### src/rtl/core/baa_pkg.sv
`timescale 1ns / 1ps

package baa_pkg;

  // field and state widths
  localparam int PIX_W  = 8;
  localparam int SIDE_W = 7;
  localparam int CNT_W  = 9;
  localparam int IW_W   = 15;
  localparam int PC_W   = 14;
  localparam int CHAR_W = 7;
  localparam int SUM_W  = 20;
  localparam int N_W    = 14;
  localparam int THR_W  = 23;
  localparam int ADDR_W = 5;
  localparam int DATA_W = 32;
  localparam int CROW_W = 8;

  localparam int DEF_MAX_CELLS_ACROSS = 256;
  localparam int DEF_MAX_BLOCK_SIDE   = 64;

  // register reset values
  localparam logic [SIDE_W-1:0] RST_BLOCK_WIDTH  = 7'd1;
  localparam logic [SIDE_W-1:0] RST_BLOCK_HEIGHT = 7'd1;
  localparam logic [CNT_W-1:0]  RST_CELLS_ACROSS = 9'd164;
  localparam logic [CNT_W-1:0]  RST_CELLS_DOWN   = 9'd48;
  localparam logic [IW_W-1:0]   RST_IMAGE_WIDTH  = 15'd164;

  localparam logic [CNT_W-1:0] CELLS_DOWN_LIM  = 9'd256;
  localparam logic [IW_W-1:0]  IMAGE_WIDTH_LIM = 15'd16384;

  // glyph thresholds: avg >= 28*k + 1 for k = 1..8
  localparam logic [3:0] GLYPH_STEPS = 4'd8;
  localparam int         GLYPH_FIRST = 29;
  localparam int         GLYPH_STEP  = 28;

  typedef enum logic [2:0] {
    REG_BLOCK_WIDTH  = 3'd0,
    REG_BLOCK_HEIGHT = 3'd1,
    REG_CELLS_ACROSS = 3'd2,
    REG_CELLS_DOWN   = 3'd3,
    REG_IMAGE_WIDTH  = 3'd4
  } baa_reg_t;

  typedef enum logic [2:0] {
    ST_EFF_GO,
    ST_EFF_WAIT,
    ST_POS_GO,
    ST_POS_WAIT,
    ST_RUN
  } baa_state_t;

  typedef struct packed {
    logic              start;
    logic [IW_W-1:0]   dividend;
    logic [SIDE_W-1:0] divisor;
  } div_req_t;

  typedef struct packed {
    logic              done;
    logic [IW_W-1:0]   quotient;
    logic [SIDE_W-1:0] remainder;
  } div_rsp_t;

  // ".,-+=xX@#"
  function automatic logic [CHAR_W-1:0] glyph_char(input logic [3:0] idx);
    logic [CHAR_W-1:0] c;
    case (idx)
      4'd0:    c = 7'h2E;
      4'd1:    c = 7'h2C;
      4'd2:    c = 7'h2D;
      4'd3:    c = 7'h2B;
      4'd4:    c = 7'h3D;
      4'd5:    c = 7'h78;
      4'd6:    c = 7'h58;
      4'd7:    c = 7'h40;
      default: c = 7'h23;
    endcase
    return c;
  endfunction

endpackage

### src/rtl/core/baa_div.sv
`timescale 1ns / 1ps

// Restoring divider, one quotient bit per cycle.
module baa_div import baa_pkg::*; (
  input  logic     clk,
  input  logic     rst_n,
  input  div_req_t req,
  output div_rsp_t rsp
);

  localparam int STEPS = IW_W;
  localparam int CW    = $clog2(STEPS + 1);

  logic              busy_r;
  logic              done_r;
  logic [CW-1:0]     cnt_r;
  logic [IW_W-1:0]   quo_r;
  logic [SIDE_W-1:0] rem_r;
  logic [SIDE_W-1:0] dsr_r;

  logic [SIDE_W:0]   shifted;
  logic [SIDE_W:0]   diff;
  logic              ge;
  logic [SIDE_W-1:0] rem_nxt;

  assign shifted = {rem_r, quo_r[IW_W-1]};
  assign ge      = shifted >= {1'b0, dsr_r};
  assign diff    = shifted - {1'b0, dsr_r};
  assign rem_nxt = ge ? diff[SIDE_W-1:0] : shifted[SIDE_W-1:0];

  always_ff @(posedge clk) begin
    if (!rst_n) begin
      busy_r <= 1'b0;
      done_r <= 1'b0;
      cnt_r  <= '0;
    end else begin
      done_r <= 1'b0;
      if (req.start) begin
        busy_r <= 1'b1;
        cnt_r  <= CW'(STEPS);
      end else if (busy_r) begin
        cnt_r <= cnt_r - CW'(1);
        if (cnt_r == CW'(1)) begin
          busy_r <= 1'b0;
          done_r <= 1'b1;
        end
      end
    end
  end

  always_ff @(posedge clk) begin
    if (req.start) begin
      quo_r <= req.dividend;
      rem_r <= '0;
      dsr_r <= req.divisor;
    end else if (busy_r) begin
      quo_r <= {quo_r[IW_W-2:0], ge};
      rem_r <= rem_nxt;
    end
  end

  assign rsp.done      = done_r;
  assign rsp.quotient  = quo_r;
  assign rsp.remainder = rem_r;

endmodule

### config.mk
export PLATFORM = sky130hd
export DESIGN_NAME = baa_div
export DESIGN_NICKNAME = d
export VERILOG_FILES = /design/src/rtl/core/baa_pkg.sv /design/src/rtl/core/baa_div.sv
export SDC_FILE = /design/constraint.sdc
export NUM_CORES = 1
export LEC_CHECK = 0
export BUFFER_PORTS_ARGS = -buffer_cell sky130_fd_sc_hd__buf_2
export CORE_MARGIN = 2
export CORE_UTILIZATION = 45
export DETAILED_ROUTE_END_ITERATION = 16
export PLACE_DENSITY = 0.7
export RECOVER_POWER = 100
export SLEW_MARGIN = 20
export SYNTH_ARGS = -nofsm -noshare
export SYNTH_HDL_FRONTEND = slang
export SYNTH_SLANG_ARGS = --single-unit
### constraint.sdc
create_clock -name clk -period 1.75 [get_ports clk]
set_input_delay 0.0875 -clock clk [delete_from_list [all_inputs] [get_ports clk]]
set_output_delay 0.0875 -clock clk [all_outputs]
set_load 0.05 [all_outputs]
Yosys cells after proc, flatten, opt, wreduce, memory -nomap -nowiden
Index checks and enable logic that the tools add are counted.
{"block": "word_totals", "regBits": 35}
{"block": "op_classes", "add_sub_neg": 2, "n_lt_le_gt_ge": 1, "eq_ne": 1, "muxes": 9, "n_bitwise": 2, "n_reduce_logical": 2}
{"cell": "$mux 15", "n": 2}
{"cell": "$ge 8x7->1", "n": 1}
{"cell": "$mux 4", "n": 2}
{"cell": "$mux 7", "n": 1}
{"cell": "$sub 7x7->7", "n": 1}
{"cell": "$eq 4x1->1 const B", "n": 1}
{"cell": "$mux 1", "n": 4}
{"cell": "$sub 4x1->4 const B", "n": 1}
{"cell": "$reduce_or 3->1", "n": 1}
{"cell": "$not 1->1", "n": 2}
{"cell": "$reduce_bool 2->1", "n": 1}

Logic depth before layout (Yosys ltp)
{"block": "logic_depth", "depth_word": 4, "depth_mapped": 7}

Worst setup path after synthesis
No wires, ideal clock.
{"block": "synth_timing", "kind": "flip-flop to flip-flop", "startpoint": "reg quo_r[14]", "endpoint": "reg rem_r[3]", "arrival_ns": 2.176, "required_time_ns": 1.622, "path_slack_ns": -0.555, "path_stages_with_launch": 8, "path_buffers": 0, "cell_sequence": "edfxtp_1 > inv_1 > ha_1 > fa_1 > nand2b_1 > a211o_1 > a41oi_1 > o31ai_1"}
{"block": "synth_between", "elab_chain_cells": 2, "elab_cells_between_ends": 3, "classes_between": "add/sub (1); order compare (1); mux (1)"}
{"element": "start: declaration", "line_no": "baa_div.sv:17", "rtl": "logic [IW_W-1:0] quo_r;"}
{"element": "start signal: assignment", "line_no": "baa_div.sv:53", "rtl": "quo_r <= req.dividend;"}
{"element": "start signal: assignment", "line_no": "baa_div.sv:57", "rtl": "quo_r <= {quo_r[IW_W-2:0], ge};"}
{"element": "$sub 7x7->7 or $ge 8x7->1 (tied branches)", "line_no": "baa_div.sv:28, baa_div.sv:27"}
{"element": "$mux 7 (*)", "line_no": "baa_div.sv:29", "rtl": "assign rem_nxt = ge ? diff[SIDE_W-1:0] : shifted[SIDE_W-1:0];"}
{"element": "end signal: assignment", "line_no": "baa_div.sv:58", "rtl": "rem_r <= rem_nxt;"}
{"element": "end: declaration", "line_no": "baa_div.sv:18", "rtl": "logic [SIDE_W-1:0] rem_r;"}
Mark *: on every way between the ends. The rest lies on a longest branch, timed or not.
A chain may end at the register's enable or synchronous reset.

Final worst setup path
{"block": "layout_timing", "startpoint": "reg quo_r[14]", "endpoint": "reg rem_r[2]"}
Same word-level chain as after synthesis.

==> results list <==
* Status: complete, but fails checks
- Failing checks: setup timing
* Least-Margin Pin Slew: 1.20 ns
- In this run the remaining antenna-violating nets after routing total 0.
- Final net count: 287
* Crit-path slowest cell: edfxtp_1
- Final Max Tran Viols: 0
- For this run, the register share of the synthesized area comes to 0.471.
- TritonCTS clock tree: yes
* Routed vias: 1,594
- The Yosys step of the flow raised 0 warnings.
- Initial antenna violation count: 0
- Met1 global-route usage: 0.256
* Proportion of register bits with asynchronous set or reset after synthesis: 0
- When the netlist entered floorplanning its net count stood at 210.
- CTS placed an instance of clkbuf_8 at the clock tree root.
* Number of filler instances in the final layout: 355
- The critical path goes through inv_2, ha_4, fa_2, nand2b_4, a211oi_4, o311ai_2, a311oi_1.
- Maximum buffer depth of the clock tree: 2
* Arrival time of the worst setup path: 2.07 ns
- Maximum single-stage delay on the critical path: 0.37 ns
- Deepest level of the CTS H-tree: 2
* Fraction of final layout cells with drive strength greater than 1: 0.372
* Post-detailed-route via-to-cell ratio: 5.26
- Static timing analysis puts the maximum clock frequency at 0.537 GHz.
- Final critical delay including setup and external delays: 1.86 ns
- The number of hold-slack violations in the final timing report came to 0.
- Synthesized area per cell: 11.2 um2
- In this run, synthesis produced a sequential element count of 35.
- Dividing the final minimum period by the clock period gives 1.06.
- TritonCTS buffer count: 5
- STA classifies the critical path endpoint as a flip-flop.
- After clock tree synthesis, the clock-pin slew on the worst setup and hold paths is 0.08 ns.
* Standard-cell row count: 23
* Wire length per cell after detailed routing: 14.6 um
- Headroom to the max-slew limit came out at 0.199.
- Summing all non-filler instances in the final layout gives an area of 2650 um2.
- Setup repair after global routing missed its margin: true
- Post-route DRC violation count: 0
- For met3 alone, demand over resource in global routing was 0.0375.
* I/O pin count: 48
- Combined area of the multi-input logic cells: 1060 um2
* Die X-Extent: 69.9 um
- RD Place Congestion: 0.869
* Cell Area, Synth: 1950 um2
- Leakage power: 1.07 nW
* Maximum ir drop on the vdd rail: 0.429 mV
- met2 is the most crowded layer.
- The first detailed-routing pass took 4 iterations.
- Setup violations remaining at the end of the flow were counted as 8.
- Once detailed placement completed, the half-perimeter wirelength came to 3.33 mm.
- Full die area: 4880 um2
- After detailed placement, the total cell area comes to 2410 um2.
- Count of mapped cells out of synthesis: 175
- For this run, the leading register cell type out of synthesis is edfxtp_1.
* WL final: 4.43 mm
- The number of global-route vias before repair came to 1,551.
* Final total negative setup slack: -0.688 ns
- CTS saw 35 sinks.
* Total gr overflow: 0
* Crit-path max FO: 4
- Met2 Use GR: 0.311
* Initial Util: 0.478
- Number of antenna repair diodes: 0
- Finished Core Util: 0.648
- Clk Latency, worst-skew pair: 0.30 ns
- Global-route wire length before repair: 7.37 mm
- Overall power consumption after layout is estimated at 2.27 mW.
- From synthesis to final layout, the design area changed by 35.5%.
- Power density of the placed cells: 857 nW/um2
- Vertical die dimension: 69.9 um
* Pin count of the biggest net entering global routing: 23
- Worst Skew: 0.00859 ns
- Placeable core region: 4090 um2
- For this run, the total global-route usage over all layers was measured as 0.192.
- Yosys mapped a number of flops with a built-in enable equal to 22.
- The critical path in this run is classified as reg2reg.
- In this run the tool buffered the top-level ports with 47 buffer cells.
- The tool flagged a number of max-cap violations equal to 0.
- Critical path startpoint category: flip-flop
- Register Area: 922 um2
- Path class of the lowest-slack min-delay path: in2reg
* Required time of the critical path: 1.96 ns
* Violation count after the first detailed-route iteration: 115
* Setup slack of the critical path after layout: -0.112 ns
- Synthesis instantiated 47 different standard cells from the library.
==> critical path: cells and delay by family (launching register included) <==
family	cells	cell delay [ns]
compound gates	3	0.66
fa+ha+maj	2	0.49
buf+inv	1	0.07
flops	1	0.37
simple gates	1	0.17
==> logic make-up after synthesis <==
group / count (synthesis) / synth area share
multiplexers: 15 / 0.0858
flip-flops: 35 / 0.471
XOR/XNOR: 5 / 0.0224
adder cells (fa/ha/maj): 10 / 0.0679
AO/OA/AOI/OAI: 36 / 0.147
AND/OR/NAND/NOR: 53 / 0.153
buffers and inverters: 21 / 0.0525
==> worst paths after layout <==
check / end / from / slack [ns] / depth (start not counted)
worst max register to register: rem_r[2] / quo_r[14] / -0.11 / 7
worst min-delay path: done_r / rst_n / 0.06 / 3
worst max-delay path: rem_r[2] / quo_r[14] / -0.11 / 7
worst min register to register: done_r / cnt_r[3] / 0.58 / 3
==> layout make-up <==
type,instances,area share
Multi-Input combinational cell,119,0.400
Sequential cell,35,0.348
Timing Repair Buffer,78,0.177
Clock buffer,6,0.0274
Tap cell,50,0.0236
Inverter,13,0.0184
Clock inverter,2,0.00473
==> synthesized netlist by cell type (2+ instances only) <==
master / instances / area share
a311oi_1: 2 / 0.0090
xnor2_1: 3 / 0.013
mux2_2: 14 / 0.081
nor3_1: 2 / 0.0051
a21oi_1: 3 / 0.0077
nor3b_1: 6 / 0.023
nand4_1: 2 / 0.0064
buf_4: 3 / 0.012
o21ai_1: 2 / 0.0051
ha_1: 9 / 0.058
a41oi_1: 4 / 0.018
o21a_1: 6 / 0.023
a211oi_2: 2 / 0.013
buf_2: 4 / 0.010
edfxtp_1: 22 / 0.34
nor2_1: 11 / 0.021
inv_1: 13 / 0.025
dfxtp_1: 13 / 0.13
or2_2: 3 / 0.0096
nand2b_1: 5 / 0.016
xor2_1: 2 / 0.0090
a211oi_1: 2 / 0.0077
o21ai_0: 2 / 0.0051
nor2b_1: 6 / 0.019
o31ai_1: 3 / 0.012
nand2_1: 10 / 0.019
==> cell usage in the layout, fill, tap and decap left out, types with 7 or more instances in the layout <==
cell type / Yosys / final
buf_4: 3 / 23
edfxtp_1: 22 / 22
dlygate4sd3_1: 0 / 7
buf_2: 4 / 24
inv_1: 13 / 12
clkbuf_1: 0 / 24
nand2_1: 10 / 9
mux2_2: 14 / 14
nor2_1: 11 / 11
ha_1: 9 / 7
dfxtp_1: 13 / 12
==> flip-flops by register name, summed over array words and instances, names as in the netlist <==
signal  count
quo_r      15
dsr_r       7
rem_r       7
cnt_r       4
busy_r      1
done_r      1
==> metrics by stage <==
stage | instances | hold WS (ns) | setup WS (ns)
2_1_floorplan | 175 | 0.186 | -0.412
3_3_place_gp | 284 | 0.264 | -0.0932
3_5_place_dp | 284 | 0.266 | -0.185
4_1_cts | 300 | 0.0597 | -0.126
5_1_grt | 303 | 0.0685 | -0.195
6_report | 303 | 0.0594 | -0.112
==> repair_timing <==
action,CTS,global route
setup buffers,1,3
endpoints found under the setup margin,8,8
hold buffers,7,0
gates resized for setup,4,10
cloned,0,0
pin swaps,7,5
hold endpoints to repair,7,0
==> where the power goes <==
| part | leakage [nW] | internal, mW | switching [mW] |
|---|---|---|---|
| clock | 0.0412 | 0.278 | 0.309 |
| sequential | 0.327 | 0.961 | 0.0470 |
| combinational | 0.707 | 0.266 | 0.406 |
==> metal layers <==
layer / vias up / wire, um
met5: - / 0
met4: 0 / 38
met3: 7 / 196
met2: 35 / 2180
met1: 753 / 2010
li1: 799 / -
(Power assumes the default switching activity.)
